==> src/rtl/pvd_pkg.sv <==
// ---------------------------------------------------------------------------
// pvd_pkg
// Shared widths, mode codes and queue entry types for the pairwise vector
// distance block.
// ---------------------------------------------------------------------------
`timescale 1ns / 1ps

package pvd_pkg;

   // element format after conversion, signed Q1.15
   localparam int Q_W   = 16;
   localparam int LNX_W = Q_W - 1;

   // distance mode codes
   localparam int MODE_W = 2;
   localparam logic [MODE_W-1:0] MODE_KL    = 2'd0;
   localparam logic [MODE_W-1:0] MODE_COS   = 2'd1;
   localparam logic [MODE_W-1:0] MODE_EUC   = 2'd2;
   localparam logic [MODE_W-1:0] MODE_RESET = MODE_COS;

   // accumulation
   localparam int ACC_W  = 48;
   localparam int DQ_W   = Q_W + 1;
   localparam int LN_W   = 21;
   localparam int TERM_W = DQ_W + LN_W;

   // log unit
   localparam int EXP_W   = 4;
   localparam int MANT_W  = 31;
   localparam int FRAC_W  = 16;
   localparam int LNP_W   = LN_W + 17;
   localparam logic [15:0] LN2_Q16 = 16'd45426;

   // result
   localparam int OUT_W     = 32;
   localparam int COS_SHIFT = 14;
   localparam int COS_W     = ACC_W - COS_SHIFT + 2;
   localparam int COS_ONE   = 65536;
   localparam int ROOT_W    = 25;
   localparam int SQ_IN_W   = 2 * ROOT_W;

   localparam int QUEUE_DEPTH = 4;

   typedef struct packed {
      logic [Q_W-1:0]    q;
      logic [Q_W-1:0]    t;
      logic [MODE_W-1:0] mode;
      logic              add_term;
      logic              last;
   } entry_type;

   typedef struct packed {
      logic full;
      logic empty;
   } qstat_type;

endpackage

==> src/rtl/pvd_if.sv <==
// ---------------------------------------------------------------------------
// pvd_if
// Valid/ready channels of the distance block: request, response and the
// mode register write port.
// ---------------------------------------------------------------------------
`timescale 1ns / 1ps

interface pvd_req_if #(parameter int ELEM_BITS = 16);
   logic                        valid;
   logic                        ready;
   logic signed [ELEM_BITS-1:0] query_elem;
   logic signed [ELEM_BITS-1:0] test_elem;
   logic                        last_elem;

   modport source (output valid, query_elem, test_elem, last_elem, input ready);
   modport sink   (input valid, query_elem, test_elem, last_elem, output ready);
endinterface


interface pvd_csr_if;
   logic                        valid;
   logic                        ready;
   logic [pvd_pkg::MODE_W-1:0]  distance_mode;

   modport source (output valid, distance_mode, input ready);
   modport sink   (input valid, distance_mode, output ready);
endinterface

==> src/rtl/pvd_front.sv <==
// ---------------------------------------------------------------------------
// pvd_front
// Takes requests, converts elements to Q1.15, holds the mode register and
// the element count, and tags each entry for the back end.
// ---------------------------------------------------------------------------
`timescale 1ns / 1ps

module pvd_front #(
   parameter int MAX_DIM   = 256,
   parameter int ELEM_BITS = 16
) (
   input  logic               clock,
   input  logic               reset,
   pvd_req_if.sink            req_ch,
   pvd_csr_if.sink            csr_ch,
   input  pvd_pkg::qstat_type qstat,
   output logic               push,
   output pvd_pkg::entry_type entry
);
   localparam int CNT_W = $clog2(MAX_DIM + 1);

   logic [pvd_pkg::MODE_W-1:0] mode_ff, mode_in;
   logic [CNT_W-1:0]           count_ff, count_in;
   logic [pvd_pkg::Q_W-1:0]    q15, t15;
   logic                       add_term;

   generate
      if (ELEM_BITS >= pvd_pkg::Q_W) begin : g_narrow
         // floor shift down to Q1.15 keeps the top bits
         assign q15 = req_ch.query_elem[ELEM_BITS-1 -: pvd_pkg::Q_W];
         assign t15 = req_ch.test_elem[ELEM_BITS-1 -: pvd_pkg::Q_W];
      end else begin : g_widen
         assign q15 = {req_ch.query_elem, {(pvd_pkg::Q_W - ELEM_BITS){1'b0}}};
         assign t15 = {req_ch.test_elem, {(pvd_pkg::Q_W - ELEM_BITS){1'b0}}};
      end
   endgenerate

   assign csr_ch.ready = 1'b1;
   assign req_ch.ready = !qstat.full;
   assign push         = req_ch.valid && req_ch.ready;

   // elements past the maximum dimension add no term
   assign add_term = (count_ff < CNT_W'(MAX_DIM));

   always_comb begin
      mode_in  = mode_ff;
      count_in = count_ff;
      if (csr_ch.valid && csr_ch.ready) begin
         mode_in = csr_ch.distance_mode;
      end
      if (push) begin
         if (req_ch.last_elem) begin
            count_in = '0;
         end else if (add_term) begin
            count_in = count_ff + 1'b1;
         end
      end
   end

   always_ff @(posedge clock) begin
      if (reset) begin
         mode_ff  <= pvd_pkg::MODE_RESET;
         count_ff <= '0;
      end else begin
         mode_ff  <= mode_in;
         count_ff <= count_in;
      end
   end

   assign entry.q        = q15;
   assign entry.t        = t15;
   assign entry.mode     = mode_ff;
   assign entry.add_term = add_term;
   assign entry.last     = req_ch.last_elem;

endmodule

==> src/flat_wrapper.sv <==
// flat-port wrapper written by rule: the top's interface ports become plain ports
module pvd_front_flat 
#(
   parameter int MAX_DIM   = 256,
   parameter int ELEM_BITS = 16
)
  (clock, reset, qstat, push, entry, req_ch_valid, req_ch_query_elem, req_ch_test_elem, req_ch_last_elem, req_ch_ready, csr_ch_valid, csr_ch_distance_mode, csr_ch_ready);
  pvd_req_if #(.ELEM_BITS(ELEM_BITS)) req_ch_i ();
  pvd_csr_if csr_ch_i ();
  input  logic clock;
  input  logic reset;
  input  pvd_pkg::qstat_type qstat;
  output logic push;
  output pvd_pkg::entry_type entry;
  input wire logic [$bits(req_ch_i.valid)-1:0] req_ch_valid;
  input wire logic [$bits(req_ch_i.query_elem)-1:0] req_ch_query_elem;
  input wire logic [$bits(req_ch_i.test_elem)-1:0] req_ch_test_elem;
  input wire logic [$bits(req_ch_i.last_elem)-1:0] req_ch_last_elem;
  output wire logic [$bits(req_ch_i.ready)-1:0] req_ch_ready;
  input wire logic [$bits(csr_ch_i.valid)-1:0] csr_ch_valid;
  input wire logic [$bits(csr_ch_i.distance_mode)-1:0] csr_ch_distance_mode;
  output wire logic [$bits(csr_ch_i.ready)-1:0] csr_ch_ready;
  assign req_ch_i.valid = req_ch_valid;
  assign req_ch_i.query_elem = req_ch_query_elem;
  assign req_ch_i.test_elem = req_ch_test_elem;
  assign req_ch_i.last_elem = req_ch_last_elem;
  assign req_ch_ready = req_ch_i.ready;
  assign csr_ch_i.valid = csr_ch_valid;
  assign csr_ch_i.distance_mode = csr_ch_distance_mode;
  assign csr_ch_ready = csr_ch_i.ready;
  pvd_front #(.MAX_DIM(MAX_DIM), .ELEM_BITS(ELEM_BITS)) u_core (.clock(clock), .reset(reset), .req_ch(req_ch_i), .csr_ch(csr_ch_i), .qstat(qstat), .push(push), .entry(entry));
endmodule
==> config.mk <==
export PLATFORM = sky130hd
export DESIGN_NAME = pvd_front_flat
export DESIGN_NICKNAME = d
export VERILOG_FILES = /design/src/rtl/pvd_pkg.sv /design/src/rtl/pvd_if.sv /design/src/rtl/pvd_front.sv /design/src/flat_wrapper.sv
export SDC_FILE = /design/constraint.sdc
export NUM_CORES = 1
export LEC_CHECK = 0
export BUFFER_PORTS_ARGS = -buffer_cell sky130_fd_sc_hd__buf_2
export CORE_ASPECT_RATIO = 1.5
export CORE_MARGIN = 3
export CORE_UTILIZATION = 38
export CTS_CLUSTER_SIZE = 40
export DETAILED_ROUTE_END_ITERATION = 16
export PLACE_DENSITY = 0.81
export SETUP_SLACK_MARGIN = 0.4
export SLEW_MARGIN = 20
export SYNTH_ARGS = -nofsm -noshare
export SYNTH_HDL_FRONTEND = slang
export SYNTH_SLANG_ARGS = --single-unit
==> constraint.sdc <==
create_clock -name clock -period 2.6 [get_ports clock]
set_input_delay 0.39 -clock clock [delete_from_list [all_inputs] [get_ports clock]]
set_output_delay 0.39 -clock clock [all_outputs]
set_load 0.05 [all_outputs]
==> results by group, run 1 <==
Placed design
  • Cells after DPL: 98
  • I/O Buffers: 13
  • Hpwl dp: 1.02 mm
  • Placer Congestion: 0.739

Setup path
  • Startpoint Class: primary input
  • Largest stage delay, worst path: roughly 0.26 ns
  • Largest delay share family, worst path: buffers and inverters
  • Most used cell, CP: buf_2
  • WP data arrival: 1.04 ns
  • Setup crit end kind: output pin
  • CP Cell Sequence: buf_2 > nand2b_4 > inv_1 > buf_2
  • Buf+Inv Stages, Crit Path: 3
  • Slowest CP cell: buf_2
  • Crit path max fanout: 14
  • Setup Crit Path Kind: in2out
  • WP data required: 2.21 ns

Clocking
  • Clock slew seen by the registers of the worst setup and hold paths: 0.07 ns
  • CTS Buf Count: 3
  • Clock latency on the worst-skew pair: between 0.2 and 0.3 ns
  • Postcts setup bufs: 0
  • TritonCTS clock tree: done
  • CTS resizes: 0
  • # clock sinks: 11
  • Hold buffers post-CTS: 0
  • Root Driver: clkbuf_4
  • H-tree levels: 1
  • Number of buffers on the longest clock path: 2

Power
  • P_leak: 0.255 nW
  • PD cells: 510 mW/mm²
  • Internal: 0.000243 W
  • PnR Total Power: 0.000337 W
  • VDD IR-drop max: 200 µV
  • Clk pwr share: 0.348
  • NetSw: 0.0000938 W
  • Sw Share: 0.278
  • Flop pwr share: 0.512
  • Comb pwr share: 0.140

Route
  • Post-DRT Antenna Nets: 0
  • Final wirelength: 1.34 mm
  • Detailed Route Iter0 Violations: 20
  • # DRC: 0
  • DRT Pass-1 Iters: 4
  • Via count: 582
  • DR vias/cell: 5.71
  • Wire per inst: 13.2 µm

Die
  • Core area: 0.00205 mm²
  • Die Wd: 44.0 µm
  • Die Y: about 63 µm
  • # rows: 20
  • Num ports: 80
  • Initial core utilization: 0.402
  • Die footprint: between 0.002 and 0.003 mm²

GRT
  • Global-route wire length before repair: 2.30 mm
  • GRT Residual Overflow: 0
  • GRT Total Usage: 0.106
  • Initial antenna violation count: 0
  • Vias in the first global route: 559
  • Largest net degree at the start of global routing: 15

Timing
  • Crit share post-route: 0.549
  • Fin Setup TNS: 0 ns
  • Final Hold Viols: 0
  • Fmax: 701 MHz
  • Post-route minimum period: 1.43 ns
  • Fin Hold WS: approximately 0.33 ns
  • RSZ-0062 raised after global routing: false
  • Skew final: 0.00365 ns
  • Fin. max-slew vios: 0
  • Final setup viols: 0

Final layout
  • Share of cells above drive strength 1: 0.225
  • Area Growth Syn to Fin: -19.7%
  • Layout Cells excl Fill: 102
  • Fin nets: 123
  • Inserted Diodes: 0

Logic synthesis
  • Syn Nets: 142
  • Synthesized area per cell: 8.25 µm²
  • Seq/Total Area, Yosys: 0.267
  • Yosys warnings: 0
  • Post-Syn Instances: 100
  • Post-Synthesis Cell Area: between 800 and 900 µm²
  • Yosys cell types: 19
  • Synthesized flop and latch total: 11

Min path
  • Worst Hold Class: in2reg

Run
  • Max Cap Violations: 0

Outcome
  • Outcome: finished clean
## placed cells by master (no fill, tap or decap)
master    instances
nor2b_2           1
mux2i_1           5
clkbuf_1          1
clkbuf_4          3
inv_1             8
nand4_1           2
or4_1             5
nand3b_1          3
nand3_1           7
nand2_1           3
a21oi_1           6
o31ai_1           3
dfxtp_1          11
nor2_1            1
ha_1              1
conb_1            1
o21ai_0           2
nand2b_4          1
nor4_1            3
buf_2            13
## cell families after synthesis
group	after synthesis	synth area share
DFF	11	0.267
muxes	5	0.0607
and+or+nand+nor	26	0.199
adders and majority gates	1	0.0152
other	1	0.00455
AOI/OAI and AO/OA	11	0.0759
buffers and inverters	45	0.378
## layer usage
metal	GRT usage	routed length, µm
met4	0.109	83
met3	0.0343	110
met2	0.161	668
met5	0	0
met1	0.105	480
## sequential cells by signal, indices dropped and copies added (netlist names)
register and count:
u_core.mode_ff 2, u_core.count_ff 9
## cells in the mapped netlist
master     n  area, µm²
nor2b_2    1       8.76
ha_1       1       12.5
o21ai_0    2       10.0
nand4_1    2       12.5
nand2_1    3       11.3
mux2i_1    5       50.1
nand2b_4   1       13.8
buf_6      1       11.3
o31ai_1    3       22.5
conb_1     1       3.75
a21oi_1    6       30.0
buf_4     36        270
nor4_1     3       18.8
inv_1      8       30.0
or4_1      5       37.5
nand3b_1   3       22.5
nand3_1    7       35.0
nor2_1     1       3.75
dfxtp_1   11        220
## per-stage QoR
step / instance area (µm²) / util / worst slack [ns]
after floorplan: 825 / - / 1.21
after global placement: 636 / 0.310 / 1.19
after detailed placement: 636 / 0.310 / 1.17
after CTS: 662 / 0.323 / 1.17
after global routing: 662 / 0.323 / 1.00
final: 662 / 0.323 / 1.17
## cell type report
class                           count  area, µm²
Inverter                            8       30.0
Sequential cell                    11        220
Timing Repair Buffer               13       65.1
Fill cell                         220       1390
Tap cell                           22       27.5
Multi-Input combinational cell     44        293
Clock buffer                        4       26.3
## power by group through the flow
stage,sequential (W),combinational (W),clock [W]
2_1_floorplan,0.000183,0.000162,0
3_3_place_gp,0.000177,0.0000460,0
3_5_place_dp,0.000177,0.0000473,0
4_1_cts,0.000173,0.0000473,0.000120
5_1_grt,0.000173,0.0000512,0.000131
6_report,0.000173,0.0000471,0.000117
## path summary, 6_finish.rpt
check / from / slack, ns / cells after the start / to
setup / recovery: qstat[1] / 1.17 / 4 / push
hold / removal: reset / 0.33 / 2 / u_core.count_ff[1]
setup reg to reg: u_core.count_ff[0] / 1.18 / 4 / u_core.count_ff[8]
hold reg to reg: u_core.count_ff[7] / 0.47 / 2 / u_core.count_ff[7]
## worst register-to-register path: cells and delay by family (launching register included)
kind	cells	cell delay [ns]
compound gates	1	0.15
fa+ha+maj	1	0.20
flops	1	0.38
simple gates	2	0.64
(Power assumes the default switching activity.)
==> run 2: changes to the inputs <==
--- a/config.mk
+++ b/config.mk
@@ -8,10 +8,10 @@
 export BUFFER_PORTS_ARGS = -buffer_cell sky130_fd_sc_hd__buf_2
 export CORE_ASPECT_RATIO = 1.5
 export CORE_MARGIN = 3
-export CORE_UTILIZATION = 38
+export CORE_UTILIZATION = 32
 export CTS_CLUSTER_SIZE = 40
 export DETAILED_ROUTE_END_ITERATION = 16
-export PLACE_DENSITY = 0.81
+export PLACE_DENSITY = 0.72
 export SETUP_SLACK_MARGIN = 0.4
 export SLEW_MARGIN = 20
 export SYNTH_ARGS = -nofsm -noshare
==> constraint.sdc (replaced) <==
create_clock -name clock -period 1.24 [get_ports clock]
set_input_delay 0.186 -clock clock [delete_from_list [all_inputs] [get_ports clock]]
set_output_delay 0.186 -clock clock [all_outputs]
set_load 0.05 [all_outputs]
==> run 2 against run 1 <==
  * The flow now finishes with violations (negative setup slack)
  * Cell area rose by 33%
  * Combinational power rose to 2.8 times the previous value
  * Clock power rose by 110%
  * Register-to-register slack got worse by 1.2 ns
  * Non-clock buffer count rose by 8
  * Power rose by 120%
  * Largest cell class unchanged
  * Highest routed layer unchanged
==> results by group, run 2 (same netlist as run 1, synthesis figures left out) <==
Outcome
  • Outcome: finished, violations left (was finished clean)
  • Failing checks: negative setup slack

Die
  • Initial core utilization: 0.353 (was 0.402)
  • Die footprint: 0.00323 mm² (was 0.00278 mm²)
  • # rows: 21 (was 20)
  • Core area: 0.00234 mm² (was 0.00205 mm²)
  • Die Y: 68.2 µm (was 63.1 µm)
  • Die Wd: 47.4 µm (was 44.0 µm)
  • Num ports: 80 (unchanged)

Clocking
  • TritonCTS clock tree: done (unchanged)
  • Number of buffers on the longest clock path: 2 (unchanged)
  • CTS Buf Count: 3 (unchanged)
  • # clock sinks: 11 (unchanged)
  • Hold buffers post-CTS: 0 (unchanged)
  • H-tree levels: 1 (unchanged)
  • Clock slew seen by the registers of the worst setup and hold paths: 0.07 ns (about the same)
  • Root Driver: clkbuf_4 (unchanged)
  • Clock latency on the worst-skew pair: 0.27 ns (about the same)

GRT
  • Initial antenna violation count: 0 (unchanged)
  • GRT Residual Overflow: 0 (unchanged)
  • GRT Total Usage: 0.113 (was 0.106)
  • Largest net degree at the start of global routing: 15 (unchanged)
  • Global-route wire length before repair: 2.65 mm (was 2.30 mm)
  • Vias in the first global route: 615 (was 559)

Setup path
  • Startpoint Class: flop (was primary input)
  • Slowest CP cell: or4_4 (was buf_2)
  • Largest delay share family, worst path: simple AND/OR/NAND/NOR gates (was buffers and inverters)
  • WP data arrival: 1.48 ns (was 1.04 ns)
  • Buf+Inv Stages, Crit Path: 0 (was 3)
  • WP data required: 1.45 ns (was 2.21 ns)
  • Largest stage delay, worst path: 0.48 ns (was 0.26 ns)
  • CP Cell Sequence: ha_4 > nand3_4 > or4_4 > a21oi_2 (was buf_2 > nand2b_4 > inv_1 > buf_2)
  • Setup Crit Path Kind: reg2reg (was in2out)
  • Crit path max fanout: 4 (was 14)
  • Setup crit end kind: flop (was output pin)

Timing
  • Final Hold Viols: 0 (unchanged)
  • Fin. max-slew vios: 0 (unchanged)
  • Final setup viols: 2 (was 0)
  • Fmax: 789 MHz
  • Post-route minimum period: ~1.3 ns
  • RSZ-0062 raised after global routing: true (was false)
  • Crit share post-route: 1.02
  • Final Worst Setup Slack: -0.0276 ns (was 1.17 ns)
  • Skew final: 0.00571 ns (was 0.00365 ns)

Final layout
  • Area Growth Syn to Fin: 6.52% (was -19.7%)
  • Utilization after layout: 0.376 (was 0.323)
  • Top Registers: u_core.count_ff (9), u_core.mode_ff (2) (unchanged)
  • Fin nets: 132 (was 123)
  • Commonest cells after routing, fill and taps aside: buf_2 (7), buf_4 (6) (was buf_2 (13), dfxtp_1 (11), inv_1 (8), nand3_1 (7), a21oi_1 (6))
  • Share of cells above drive strength 1: 0.506 (was 0.225)
  • Inserted Diodes: 0 (unchanged)
  • Layout Cells excl Fill: 112 (was 102)
  • Most common cell after layout, fill and taps aside: buf_2 (unchanged)
  • Max FFs per register: 9 (unchanged)
  • Most flop-heavy register: u_core.count_ff (unchanged)

Route
  • Final wirelength: 1.47 mm (was 1.34 mm)
  • DRT Pass-1 Iters: 4 (unchanged)
  • Via count: 571 (was 582)
  • Wire per inst: 13.1 µm (was 13.2 µm)
  • DR vias/cell: 5.10 (was 5.71)
  • Post-DRT Antenna Nets: 0 (unchanged)
  • # DRC: 0 (unchanged)
  • Detailed Route Iter0 Violations: 11 (was 20)

Power
  • P_leak: 0.313 nW (was 0.255 nW)
  • PD cells: 845 mW/mm² (was 510 mW/mm²)
  • VDD IR-drop max: 597 µV (was 200 µV)

Min path
  • Worst Hold Class: in2reg (unchanged)

Placed design
  • Hpwl dp: 1.05 mm (was 1.02 mm)
  • Cells after DPL: 104 (was 98)
  • I/O Buffers: 13 (unchanged)
  • Placer Congestion: 0.737 (was 0.739)

Run
  • Max Cap Violations: 0 (unchanged)
-- run 2: changes by cell type in the layout (fill, tap and decap cells not counted), moves of 3 or more --
cell     delta
buf_2       -6
dfxtp_2     +5
buf_4       +6
buf_8       +3
buf_6       +4
dfxtp_1     -6
inv_1       -3
-- run 2: through the flow --
stage                     setup TNS (ns)  power [W]  worst slack (ns)  hold WS (ns)  cell area [µm²]
after floorplan                        0   0.000731            0.0392         0.248              901
after global placement          -0.00366   0.000483          -0.00219         0.372              743
after detailed placement         -0.0390   0.000485           -0.0288         0.372              743
after CTS                        -0.0335   0.000747           -0.0200         0.105              858
after global routing              -0.257   0.000784           -0.0826         0.121              878
final                            -0.0436   0.000742           -0.0276         0.106              878
-- run 2: metal layers --
metal	routed length (µm)	part of all wire	vias to the layer above	track usage
met5	0	0	-	0
li1	-	-	283	-
met2	796	0.54	19	0.183
met1	540	0.37	263	0.120
met3	84	0.057	6	0.0342
met4	46	0.031	0	0.0761
-- run 2: timing repair --
item / in CTS / in global routing
buffers inserted: 3 / 0
pin swaps: 3 / 3
setup endpoints to repair: 13 / 14
cloned: 1 / 0
gates resized for setup: 17 / 6
-- run 2: power breakdown --
group | total [W] | internal (W) | switching [W]
clock network | 0.000245 | 0.000124 | 0.000120
logic | 0.000133 | 0.0000519 | 0.0000815
registers | 0.000364 | 0.000358 | 0.00000540
total | 0.000742 | 0.000535 | 0.000207
-- run 2: cell type report --
| class | instances | area, µm² |
|---|---|---|
| Clock buffer | 4 | 26.3 |
| Fill cell | 214 | 1460 |
| Multi-Input combinational cell | 45 | 382 |
| Timing Repair Buffer | 21 | 178 |
| Tap cell | 23 | 28.8 |
| Inverter | 8 | 33.8 |
| Sequential cell | 11 | 230 |
-- run 2: path summary, 6_finish.rpt --
| check | slack [ns] | endpoint | start | depth (start not counted) |
|---|---|---|---|---|
| max | -0.03 | u_core.count_ff[8] | u_core.count_ff[0] | 4 |
| min | 0.11 | u_core.count_ff[0] | reset | 2 |
| max reg2reg | -0.03 | u_core.count_ff[8] | u_core.count_ff[0] | 4 |
| min reg2reg | 0.48 | u_core.count_ff[7] | u_core.count_ff[7] | 2 |
