===== src/rtl/pvd_pkg.sv =====
// ---------------------------------------------------------------------------
// pvd_pkg
// Shared widths, mode codes and queue entry types for the pairwise vector
// distance block.
// ---------------------------------------------------------------------------
`timescale 1ns / 1ps

package pvd_pkg;

   // element format after conversion, signed Q1.15
   localparam int Q_W   = 16;
   localparam int LNX_W = Q_W - 1;

   // distance mode codes
   localparam int MODE_W = 2;
   localparam logic [MODE_W-1:0] MODE_KL    = 2'd0;
   localparam logic [MODE_W-1:0] MODE_COS   = 2'd1;
   localparam logic [MODE_W-1:0] MODE_EUC   = 2'd2;
   localparam logic [MODE_W-1:0] MODE_RESET = MODE_COS;

   // accumulation
   localparam int ACC_W  = 48;
   localparam int DQ_W   = Q_W + 1;
   localparam int LN_W   = 21;
   localparam int TERM_W = DQ_W + LN_W;

   // log unit
   localparam int EXP_W   = 4;
   localparam int MANT_W  = 31;
   localparam int FRAC_W  = 16;
   localparam int LNP_W   = LN_W + 17;
   localparam logic [15:0] LN2_Q16 = 16'd45426;

   // result
   localparam int OUT_W     = 32;
   localparam int COS_SHIFT = 14;
   localparam int COS_W     = ACC_W - COS_SHIFT + 2;
   localparam int COS_ONE   = 65536;
   localparam int ROOT_W    = 25;
   localparam int SQ_IN_W   = 2 * ROOT_W;

   localparam int QUEUE_DEPTH = 4;

   typedef struct packed {
      logic [Q_W-1:0]    q;
      logic [Q_W-1:0]    t;
      logic [MODE_W-1:0] mode;
      logic              add_term;
      logic              last;
   } entry_type;

   typedef struct packed {
      logic full;
      logic empty;
   } qstat_type;

endpackage


===== src/rtl/pvd_fifo.sv =====
// ---------------------------------------------------------------------------
// pvd_fifo
// Short register queue between the front end and the arithmetic back end.
// ---------------------------------------------------------------------------
`timescale 1ns / 1ps

module pvd_fifo #(
   parameter int WIDTH = 8,
   parameter int DEPTH = 4
) (
   input  logic               clock,
   input  logic               reset,
   input  logic               push,
   input  logic [WIDTH-1:0]   wr_data,
   input  logic               pop,
   output logic [WIDTH-1:0]   rd_data,
   output pvd_pkg::qstat_type stat
);
   localparam int PTR_W = (DEPTH > 1) ? $clog2(DEPTH) : 1;
   localparam int CNT_W = $clog2(DEPTH + 1);

   logic [WIDTH-1:0] mem_ff [DEPTH];
   logic [PTR_W-1:0] wr_ptr_ff, wr_ptr_in;
   logic [PTR_W-1:0] rd_ptr_ff, rd_ptr_in;
   logic [CNT_W-1:0] count_ff, count_in;

   function automatic logic [PTR_W-1:0] ptr_next(input logic [PTR_W-1:0] p);
      return (p == PTR_W'(DEPTH - 1)) ? '0 : p + 1'b1;
   endfunction

   always_comb begin
      wr_ptr_in = push ? ptr_next(wr_ptr_ff) : wr_ptr_ff;
      rd_ptr_in = pop ? ptr_next(rd_ptr_ff) : rd_ptr_ff;
      count_in  = count_ff;
      if (push && !pop) begin
         count_in = count_ff + 1'b1;
      end else if (pop && !push) begin
         count_in = count_ff - 1'b1;
      end
   end

   always_ff @(posedge clock) begin
      if (reset) begin
         wr_ptr_ff <= '0;
         rd_ptr_ff <= '0;
         count_ff  <= '0;
      end else begin
         wr_ptr_ff <= wr_ptr_in;
         rd_ptr_ff <= rd_ptr_in;
         count_ff  <= count_in;
      end
   end

   always_ff @(posedge clock) begin
      if (push) begin
         mem_ff[wr_ptr_ff] <= wr_data;
      end
   end

   assign rd_data    = mem_ff[rd_ptr_ff];
   assign stat.full  = (count_ff == CNT_W'(DEPTH));
   assign stat.empty = (count_ff == '0);

endmodule


===== config.mk =====
export PLATFORM = sky130hd
export DESIGN_NAME = pvd_fifo
export DESIGN_NICKNAME = d
export VERILOG_FILES = /design/src/rtl/pvd_pkg.sv /design/src/rtl/pvd_fifo.sv
export SDC_FILE = /design/constraint.sdc
export NUM_CORES = 1
export LEC_CHECK = 0
export BUFFER_PORTS_ARGS = -buffer_cell sky130_fd_sc_hd__buf_2
export CORE_MARGIN = 1.5
export CORE_UTILIZATION = 30
export CTS_CLUSTER_SIZE = 20
export DETAILED_ROUTE_END_ITERATION = 7
export SLEW_MARGIN = 10
export SYNTH_ARGS = -nofsm -noshare
export SYNTH_HDL_FRONTEND = slang
export SYNTH_SLANG_ARGS = --single-unit

===== constraint.sdc =====
create_clock -name clock -period 1.8 [get_ports clock]
set_clock_uncertainty 0.1 [all_clocks]
set_input_delay 0.09 -clock clock [delete_from_list [all_inputs] [get_ports clock]]
set_output_delay 0.09 -clock clock [all_outputs]
set_load 0.05 [all_outputs]

==> flow_metrics.py, run 1 <==
metrics = {
    "clocking": {
        "cts_buffer_depth": 2,
        "cts_max_level": 2,
        "numCtsBuffers": 5,
        "clk_root_buffer_cell": "sky130_fd_sc_hd__clkbuf_8",
        "clkLatencyLatePin_ns": 0.29,
        "tritoncts": "built",
        "clk_pin_slew_ns": 0.08,
        "tritoncts_num_sinks": 41,
        "cts_setup_buffers": 0,
    },
    "sta": {
        "max_slew_margin_vs_limit_pct": 70.4,
        "min_period_ns": 1.72,
        "final_hold_viols": 0,
        "period_share_pct": 95.4,
        "max_clock_freq_mhz": 582,
        "final_max_slew_viol_count": 0,
        "max_slew.worst_pin.slew_ns": 0.444,
        "final-setup-viol-count": 0,
        "fin_setup_tns_ns": 0,
        "rsz0062_at_grt": "false",
        "fin_ws_ns": 0.0824,
    },
    "yosys": {
        "yosysSeqAreaShare_pct": 71.4,
        "dominant_combinational_cell_family_by_area_after_synthesis": "multiplexers",
        "edff_count_synth": 32,
        "synth_simple_gate_area_share_pct": 4.86,
        "post_synthesis_cell_area_sq_mm": 0.00160,
        "synth.top_cells.by_area": "sky130_fd_sc_hd__edfxtp_1 60%, sky130_fd_sc_hd__dfxtp_1 11%, sky130_fd_sc_hd__mux4_2 11%",
        "post_synth_inst_count": 86,
        "synth_common_cells": "32 x sky130_fd_sc_hd__edfxtp_1, 9 x sky130_fd_sc_hd__dfxtp_1, 8 x sky130_fd_sc_hd__mux4_2",
        "post_synth_mux_area_share_pct": 13.8,
        "synthesized_area_fraction_occupied_by_ao_oa_aoi_and_oai_cells_pct": 0.940,
        "yosys.area.top_type_share_pct": 60.1,
        "yosys_register_bits": 41,
        "synth_cell_types": 17,
        "synth.net_count": 105,
        "ys_dominant_reg_cell": "sky130_fd_sc_hd__edfxtp_1",
        "asyncSetResetFlopFracSynth_pct": 0,
        "synth-xor-area-share_pct": 1.10,
        "post-synth-top-count-cell": "sky130_fd_sc_hd__edfxtp_1",
        "synth_adder_area_share_pct": 5.95,
        "syn_area_per_cell_sq_um": 18.6,
        "yosysWarningCount": 0,
        "yosys.area.top_type": "sky130_fd_sc_hd__edfxtp_1",
    },
    "power": {
        "leakage_power_nw": 0.737,
        "switching_share_pct": 25.7,
        "power.density_mw_per_mm2": 1080,
        "vdd.ir_drop.worst_mv": 0.394,
        "sequential_share_of_power_pct": 51.6,
        "power.internal_w": 0.00160,
        "power_frac_clock_pct": 32.3,
        "netSwitchingPower_w": 0.000552,
        "power.share.combinational_pct": 16.1,
    },
    "placement": {
        "io_buffer_count": 21,
        "gpl.final_weighted_congestion": 0.637,
        "dp_worst_setup_slack_ns": 0.121,
        "place_inst": 176,
        "dpl.hpwl_mm": 1.75,
    },
    "floorplanning": {
        "floorplan.initialDensity_pct": 31.3,
        "rows": 26,
        "boundaryPins": 22,
        "core_ar_sq_mm": 0.00511,
        "die_width_um": 76.0,
        "die_ht_um": 76.0,
        "die_area_sq_mm": 0.00577,
    },
    "detailed_routing": {
        "initialDrtViolationCount": 47,
        "number_of_vias_in_the_routed_layout": 834,
        "detail_route.drc_violations": 0,
        "vias_per_cell": 4.32,
        "wirelength_mm": 2.60,
        "wl_per_cell_um": 13.5,
        "final_antenna_net_count": 0,
        "drt-pass1-iter-count": 4,
    },
    "final_layout": {
        "layoutNonFillerInstCount": 193,
        "layout-area-overhead-vs-synth_pct": 24.9,
        "post_route_cells_drive_above_1_share_pct": 30.1,
        "postLayoutCoreUtil_pct": 39.1,
        "fin_nets": 141,
        "antennaDiodeCount": 0,
    },
    "hold_path": {
        "hold_path_class": "in2reg",
    },
    "setup_path": {
        "critPathArrivalTime_ns": 1.53,
        "worst-path-max-fanout": 8,
        "critPathLaunchType": "flip-flop",
        "timing.critical_path.to_type": "primary output",
        "crit_required_ns": 1.61,
        "worst-setup-path-type": "reg2out",
    },
    "flow_run": {
        "drv.max_cap_violation_count": 0,
    },
    "global_routing": {
        "overall_global_routing_usage_pct": 10.1,
        "grt-ovfl-total": 0,
        "largest_net_degree_at_the_start_of_global_routing": 13,
        "grt_pass1_wl_mm": 4.23,
        "antenna_found_initial": 0,
        "via_count_of_the_first_global_routing_pass": 916,
    },
    "run_status": {
        "status": "finished, final reports clean",
    },
}
-- power groups by stage --
stage	clock network [W]	logic [W]	registers, W
3_3_place_gp	0	0.000320	0.00113
2_1_floorplan	0	0.000256	0.00112
5_1_grt	0.000755	0.000375	0.00112
6_report	0.000694	0.000347	0.00111
3_5_place_dp	0	0.000331	0.00113
4_1_cts	0.000723	0.000349	0.00111
-- routing by layer --
layer  track usage [%]  routed length, um
met3              4.55                113
met1              11.4               1130
met2              16.3               1320
met5                 0                  0
met4              5.00                 27
-- path summary, 6_finish.rpt --
check	depth (start not counted)	slack [ns]	end	start
worst min-delay path	3	0.04	wr_ptr_ff[0]$_SDFFE_PP0P_	push
worst max-delay path	3	0.08	rd_data[2]	flip-flop
worst max register to register	4	0.25	count_ff[2]$_SDFFE_PP0P_	count_ff[0]$_SDFFE_PP0P_
worst min register to register	2	0.41	count_ff[2]$_SDFFE_PP0P_	count_ff[2]$_SDFFE_PP0P_
-- metrics by stage --
step / area (sq um) / hold slack [ns] / power, W
after detailed placement: 1780 / 0.210 / 0.00146
final: 2000 / 0.0412 / 0.00215
after CTS: 1990 / 0.0363 / 0.00218
after global placement: 1780 / 0.200 / 0.00145
after global routing: 2000 / 0.0825 / 0.00225
after floorplan: 1600 / 0.0591 / 0.00138
-- area by class of cell --
type	count	area, sq um
fillers	501	3110
flip-flops and latches	41	1140
multi-input cells	39	425
repair buffers	31	215
clock buffers	8	111
well taps	70	87.6
inverters	4	15.0
-- worst max-delay path, cell delays in order, from the launching register on --
cell	delay, ns
sky130_fd_sc_hd__dfxtp_1	0.34
sky130_fd_sc_hd__buf_8	0.16
sky130_fd_sc_hd__mux4_2	0.53
sky130_fd_sc_hd__buf_4	0.21
-- flip-flops by register name (all words and copies together), names as in the netlist, named ones only --
register / count
mem_ff: 32
rd_ptr_ff: 2
wr_ptr_ff: 2
count_ff: 3
-- cells in the final DEF, fill, tap and decap left out --
master                          instances
sky130_fd_sc_hd__a21oi_1                2
sky130_fd_sc_hd__and2_1                 4
sky130_fd_sc_hd__buf_2                 19
sky130_fd_sc_hd__buf_4                  2
sky130_fd_sc_hd__buf_8                  1
sky130_fd_sc_hd__clkbuf_1               1
sky130_fd_sc_hd__clkbuf_16              1
sky130_fd_sc_hd__clkbuf_8               6
sky130_fd_sc_hd__dfxtp_1                9
sky130_fd_sc_hd__dlygate4sd3_1          9
sky130_fd_sc_hd__edfxtp_1              32
sky130_fd_sc_hd__fa_1                   1
sky130_fd_sc_hd__ha_1                   6
sky130_fd_sc_hd__inv_1                  4
sky130_fd_sc_hd__mux2i_1                4
sky130_fd_sc_hd__mux4_2                 8
sky130_fd_sc_hd__nor2_1                 7
sky130_fd_sc_hd__nor3_1                 1
sky130_fd_sc_hd__nor3b_1                2
sky130_fd_sc_hd__o21ai_0                1
sky130_fd_sc_hd__or3_1                  1
sky130_fd_sc_hd__xor2_1                 2
-- repair_timing --
item | 4_1_cts | 5_1_grt
hold buffers | 9 | 0
setup endpoints to repair | 1 | 2
endpoints found under the hold margin | 41 | 0
resized for setup | 1 | 5
-- cells by family (layout without fill, tap and decap cells) --
family | count (synthesis) | in the layout
XOR/XNOR | 2 | 2
flip-flops | 41 | 41
buffers and inverters | 6 | 43
AO/OA/AOI/OAI | 3 | 3
AND/OR/NAND/NOR | 15 | 15
multiplexers | 12 | 12
adder cells (fa/ha/maj) | 7 | 7
Power figures use the tool's default switching activity.
==> inputs of run 2 (changes only) <==
--- a/config.mk
+++ b/config.mk
@@ -6,6 +6,7 @@
 export NUM_CORES = 1
 export LEC_CHECK = 0
 export BUFFER_PORTS_ARGS = -buffer_cell sky130_fd_sc_hd__buf_2
+export CORE_ASPECT_RATIO = 1.4
 export CORE_MARGIN = 1.5
 export CORE_UTILIZATION = 30
 export CTS_CLUSTER_SIZE = 20
==> flow_metrics.py, run 2 (synthesized netlist as in run 1, its figures left out) <==
metrics = {
    "floorplanning": {
        "die_ht_um": 89.4,
        "floorplan.initialDensity_pct": 31.0,
        "rows": 31,
        "core_ar_sq_mm": 0.00516,
        "boundaryPins": 22,
        "die_area_sq_mm": 0.00578,
        "die_width_um": 64.7,
    },
    "global_routing": {
        "overall_global_routing_usage_pct": 9.87,
        "via_count_of_the_first_global_routing_pass": 829,
        "largest_net_degree_at_the_start_of_global_routing": 13,
        "grt-ovfl-total": 0,
        "antenna_found_initial": 0,
        "grt_pass1_wl_mm": 4.10,
    },
    "sta": {
        "max_clock_freq_mhz": 585,
        "period_share_pct": 95.0,
        "final-setup-viol-count": 0,
        "max_slew_margin_vs_limit_pct": 69.6,
        "min_period_ns": 1.71,
        "final_hold_viols": 0,
        "fin_setup_tns_ns": 0,
        "rsz0062_at_grt": "false",
        "final_max_slew_viol_count": 0,
        "max_slew.worst_pin.slew_ns": 0.456,
    },
    "setup_path": {
        "cp_top_family": "multiplexers",
        "r2r-start": "count_ff[0]$_SDFFE_PP0P_",
        "levels_on_crit_path": 3,
        "critPathLaunchType": "flip-flop",
        "critPathArrivalTime_ns": 1.52,
        "endpoint": "rd_data[7]",
        "r2r_setup_slack_ns": 0.22,
        "worst-path-max-fanout": 8,
        "rr_worst_depth": 4,
        "worst-setup-path-type": "reg2out",
        "crit_required_ns": 1.61,
        "crit_path_max_incr_delay_ns": 0.51,
        "timing.critical_path.to_type": "primary output",
        "cp_cell_sequence": "buf_6 > mux4_2 > buf_2",
        "critical_path.n_buffers_inverters": 2,
        "worst_path_max_delay_cell": "sky130_fd_sc_hd__mux4_2",
        "critical_path.reg2reg.endpoint": "count_ff[2]$_SDFFE_PP0P_",
    },
    "placement": {
        "place_inst": 172,
        "io_buffer_count": 21,
        "place_area_sq_mm": 0.00178,
        "gpl.final_weighted_congestion": 0.644,
        "dpl.hpwl_mm": 1.75,
    },
    "detailed_routing": {
        "initialDrtViolationCount": 7,
        "final_antenna_net_count": 0,
        "wl_per_cell_um": 13.0,
        "wirelength_mm": 2.45,
        "vias_per_cell": 4.40,
        "number_of_vias_in_the_routed_layout": 832,
        "drt-pass1-iter-count": 4,
        "detail_route.drc_violations": 0,
    },
    "hold_path": {
        "hold_path_class": "in2reg",
    },
    "final_layout": {
        "max_flop_register": "mem_ff",
        "final_cell_area_sq_mm": 0.00195,
        "postLayoutCoreUtil_pct": 37.9,
        "post_route_cells_drive_above_1_share_pct": 30.1,
        "final-seq-area_sq_mm": 0.00114,
        "filler_cell_count": 468,
        "layoutNonFillerInstCount": 189,
        "fin_nets": 141,
        "largest_reg_flops": 32,
        "mostFrequentLayoutCell": "sky130_fd_sc_hd__edfxtp_1",
        "reg.largest.list": "mem_ff: 32 flops, count_ff: 3 flops",
        "layout-area-overhead-vs-synth_pct": 22.2,
        "antennaDiodeCount": 0,
        "multi_input_comb_area_sq_um": 425,
        "layout.cells.most_common_list": "32 x sky130_fd_sc_hd__edfxtp_1, 21 x sky130_fd_sc_hd__buf_2, 9 x sky130_fd_sc_hd__dfxtp_1, 9 x sky130_fd_sc_hd__dlygate4sd3_1, 8 x sky130_fd_sc_hd__mux4_2",
    },
    "flow_run": {
        "drv.max_cap_violation_count": 0,
    },
    "clocking": {
        "clk_pin_slew_ns": 0.07,
        "numCtsBuffers": 5,
        "cts_buffer_depth": 2,
        "cts_max_level": 2,
        "clkLatencyLatePin_ns": 0.28,
        "tritoncts_num_sinks": 41,
        "cts_setup_buffers": 0,
        "clk_root_buffer_cell": "sky130_fd_sc_hd__clkbuf_8",
        "tritoncts": "built",
    },
    "power": {
        "power.density_mw_per_mm2": 1030,
        "vdd.ir_drop.worst_mv": 0.862,
        "leakage_power_nw": 0.722,
    },
    "run_status": {
        "status": "finished, final reports clean",
    },
}
==> run 2: changes by cell type in the layout (fill, tap and decap cells not counted), sizes merged <==
cell / before / now
clkbuf: 8 / 6
clkinv: 0 / 2
==> run 2: layout make-up <==
cell class / instances / area share (%)
Multi-Input combinational cell: 39 / 21.8
Clock buffer: 6 / 3.72
Timing Repair Buffer: 31 / 10.6
Sequential cell: 41 / 58.4
Clock inverter: 2 / 0.512
Inverter: 4 / 0.769
Tap cell: 66 / 4.23
==> run 2: worst min-delay path, stage by stage <==
cell and delay [ns]:
sky130_fd_sc_hd__buf_2 0.16, sky130_fd_sc_hd__mux2i_1 0.09, sky130_fd_sc_hd__nor2_1 0.07
==> run 2: how the worst min path moves through the flow <==
stage                from                   endpoint  slack, ns  cells after the start
6_report             push  wr_ptr_ff[1]$_SDFFE_PP0P_       0.06                      3
5_1_grt              push  wr_ptr_ff[1]$_SDFFE_PP0P_       0.10                      3
4_1_cts              push  wr_ptr_ff[1]$_SDFFE_PP0P_       0.05                      3
3_5_place_dp   wr_data[2]     mem_ff[2][2]$_DFFE_PP_       0.21                      1
3_3_place_gp   wr_data[0]     mem_ff[1][0]$_DFFE_PP_       0.20                      1
2_1_floorplan       reset   count_ff[2]$_SDFFE_PP0P_       0.06                      1
==> run 2: stage by stage <==
stage | total power [W] | setup slack, ns | hold slack [ns]
after global routing | 0.00209 | 0.0140 | 0.101
final | 0.00201 | 0.0895 | 0.0551
after detailed placement | 0.00146 | 0.114 | 0.213
after floorplan | 0.00138 | 0.108 | 0.0591
after CTS | 0.00204 | 0.0167 | 0.0466
after global placement | 0.00145 | 0.202 | 0.201
==> run 2: timing repair <==
item / 4_1_cts / 5_1_grt
hold endpoints to repair: 41 / 0
hold buffers: 9 / 0
endpoints found under the setup margin: 0 / 5
gates resized for setup: 0 / 1
==> run 2: power by group <==
part	total (W)	internal, W	switching [W]
Clock	0.000557	0.000268	0.000288
Combinational	0.000340	0.000121	0.000218
Sequential	0.00111	0.00108	0.0000329
==> run 2: routing by layer <==
layer	vias up	wire length [um]	global-route usage (%)	share of wire [%]
li1	399	-	-	-
met3	5	112	4.03	4.6
met4	0	49	5.03	2.0
met2	18	1290	17.0	52
met5	-	0	0	0
met1	410	1000	10.4	41
==> inputs of run 3 (changes only) <==
--- a/config.mk
+++ b/config.mk
@@ -6,7 +6,7 @@
 export NUM_CORES = 1
 export LEC_CHECK = 0
 export BUFFER_PORTS_ARGS = -buffer_cell sky130_fd_sc_hd__buf_2
-export CORE_ASPECT_RATIO = 1.4
+export CORE_ASPECT_RATIO = 2
 export CORE_MARGIN = 1.5
 export CORE_UTILIZATION = 30
 export CTS_CLUSTER_SIZE = 20
==> flow_metrics.py, run 3 (synthesized netlist as in run 1, its figures left out) <==
metrics = {
    "floorplanning": {
        "rows": 37,
        "die_ht_um": 106,
        "boundaryPins": 22,
        "die_area_sq_mm": 0.00580,
        "core_ar_sq_mm": 0.00514,
        "floorplan.initialDensity_pct": 31.1,
        "die_width_um": 54.6,
    },
    "detailed_routing": {
        "drt-pass1-iter-count": 4,
        "wl_met3_um": 85,
        "vias_per_cell": 4.52,
        "wirelength_mm": 2.52,
        "final_antenna_net_count": 0,
        "wl_met1_mm": 1.02,
        "wl_met2_mm": 1.39,
        "wl_per_cell_um": 13.9,
        "initialDrtViolationCount": 11,
        "detail_route.drc_violations": 0,
        "top_layer_used": "met4",
        "number_of_vias_in_the_routed_layout": 819,
    },
    "sta": {
        "min_period_ns": 1.71,
        "final-setup-viol-count": 0,
        "max_clock_freq_mhz": 586,
        "final_max_slew_viol_count": 0,
        "fin_setup_tns_ns": 0,
        "rsz0062_at_grt": "false",
        "max_slew_margin_vs_limit_pct": 70.3,
        "period_share_pct": 94.7,
        "final_hold_viols": 0,
        "hold-worst-slack_ns": 0.0652,
        "max_slew.worst_pin.slew_ns": 0.445,
    },
    "final_layout": {
        "reg.largest.list": "mem_ff: 32 flops, count_ff: 3 flops",
        "fin_nets": 141,
        "filler_cell_count": 470,
        "largest_reg_flops": 32,
        "antennaDiodeCount": 0,
        "layout.cells.most_common_list": "32 x sky130_fd_sc_hd__edfxtp_1, 21 x sky130_fd_sc_hd__buf_2, 9 x sky130_fd_sc_hd__dfxtp_1, 9 x sky130_fd_sc_hd__dlygate4sd3_1, 8 x sky130_fd_sc_hd__mux4_2",
        "mostFrequentLayoutCell": "sky130_fd_sc_hd__edfxtp_1",
        "layout-area-overhead-vs-synth_pct": 23.1,
        "max_flop_register": "mem_ff",
        "post_route_cells_drive_above_1_share_pct": 29.3,
    },
    "setup_path": {
        "worst-setup-path-type": "reg2out",
        "levels_on_crit_path": 3,
        "rr_worst_depth": 4,
        "cp_top_family": "multiplexers",
        "critical_path.n_buffers_inverters": 2,
        "critPathArrivalTime_ns": 1.52,
        "worst-path-max-fanout": 8,
        "cp_cell_sequence": "buf_6 > mux4_2 > buf_2",
        "crit_required_ns": 1.61,
        "timing.critical_path.to_type": "primary output",
        "worst_path_max_delay_cell": "sky130_fd_sc_hd__mux4_2",
        "crit_path_max_incr_delay_ns": 0.51,
        "critPathLaunchType": "flip-flop",
    },
    "clocking": {
        "tritoncts": "built",
        "tritoncts_num_sinks": 41,
        "cts_setup_buffers": 0,
        "cts_buffer_depth": 2,
        "numCtsBuffers": 5,
        "clk_pin_slew_ns": 0.07,
        "clk_root_buffer_cell": "sky130_fd_sc_hd__clkbuf_8",
        "cts_max_level": 2,
        "clkLatencyLatePin_ns": 0.28,
    },
    "flow_run": {
        "drv.max_cap_violation_count": 0,
    },
    "global_routing": {
        "grt-ovfl-total": 0,
        "largest_net_degree_at_the_start_of_global_routing": 13,
        "via_count_of_the_first_global_routing_pass": 903,
        "overall_global_routing_usage_pct": 10.0,
        "grt_pass1_wl_mm": 4.17,
        "antenna_found_initial": 0,
    },
    "power": {
        "netSwitchingPower_w": 0.000541,
        "power.share.combinational_pct": 15.9,
        "power.internal_w": 0.00161,
        "vdd.ir_drop.worst_mv": 0.485,
        "leakage_power_nw": 0.730,
        "power_frac_clock_pct": 32.4,
        "sequential_share_of_power_pct": 51.7,
        "total_power_w": 0.00215,
        "power.density_mw_per_mm2": 1090,
        "switching_share_pct": 25.2,
    },
    "placement": {
        "dpl.hpwl_mm": 1.79,
        "gpl.final_weighted_congestion": 0.695,
        "io_buffer_count": 21,
    },
    "hold_path": {
        "hold_path_class": "in2reg",
        "hold-path-cell-count": 3,
    },
    "run_status": {
        "status": "finished, final reports clean",
    },
}
==> run 3: cell count changes in the layout (fill, tap and decap cells not counted), sizes merged <==
cell and delta:
bufinv +1, clkinv -1
==> run 3: final timing paths <==
kind                                 start  slack (ns)                  endpoint
setup / recovery                 flip-flop        0.09                rd_data[5]
setup reg to reg  count_ff[0]$_SDFFE_PP0P_        0.21  count_ff[2]$_SDFFE_PP0P_
hold reg to reg   count_ff[2]$_SDFFE_PP0P_        0.40  count_ff[2]$_SDFFE_PP0P_
hold / removal                         pop        0.07                 flip-flop
==> run 3: routing by layer <==
metal | GRT usage [%] | vias up
li1 | - | 394
met1 | 10.9 | 401
met2 | 17.5 | 20
met3 | 2.11 | 4
met4 | 4.29 | 0
met5 | 0 | -
==> run 3: cell type report <==
class	instances	area [sq um]	share of cell area (%)
sequential	41	1140	58.0
clock inverter	2	33.8	1.72
tap	58	72.6	3.69
clock buffer	6	72.6	3.69
timing repair buffer	31	206	10.5
inverter	4	15.0	0.763
multi-input combinational	39	425	21.6
==> run 3: worst min-delay path, delay by kind of cell <==
family / cells / cell delay (ns)
buffers and inverters: 1 / 0.11
muxes: 1 / 0.07
and+or+nand+nor: 1 / 0.13
==> run 3: power by group through the flow <==
| stage | clock network, W | logic (W) | registers [W] |
|---|---|---|---|
| 2_1_floorplan | 0 | 0.000256 | 0.00112 |
| 3_3_place_gp | 0 | 0.000322 | 0.00113 |
| 3_5_place_dp | 0 | 0.000330 | 0.00113 |
| 4_1_cts | 0.000710 | 0.000346 | 0.00111 |
| 5_1_grt | 0.000740 | 0.000373 | 0.00112 |
| 6_report | 0.000697 | 0.000341 | 0.00111 |
==> run 3: through the flow <==
step	setup slack, ns	cells	util [%]	area (sq um)
6_report	0.0947	181	38.3	1970
3_5_place_dp	0.0992	164	34.4	1770
5_1_grt	0.0334	181	38.3	1970
4_1_cts	0.0351	181	38.2	1960
3_3_place_gp	0.194	164	34.4	1770
2_1_floorplan	0.108	86	-	1600
==> run 3: repair_timing <==
item / CTS / global route
endpoints found under the setup margin: 0 / 3
gates resized for setup: 0 / 1
hold buffers: 9 / 0
endpoints found under the hold margin: 41 / 0
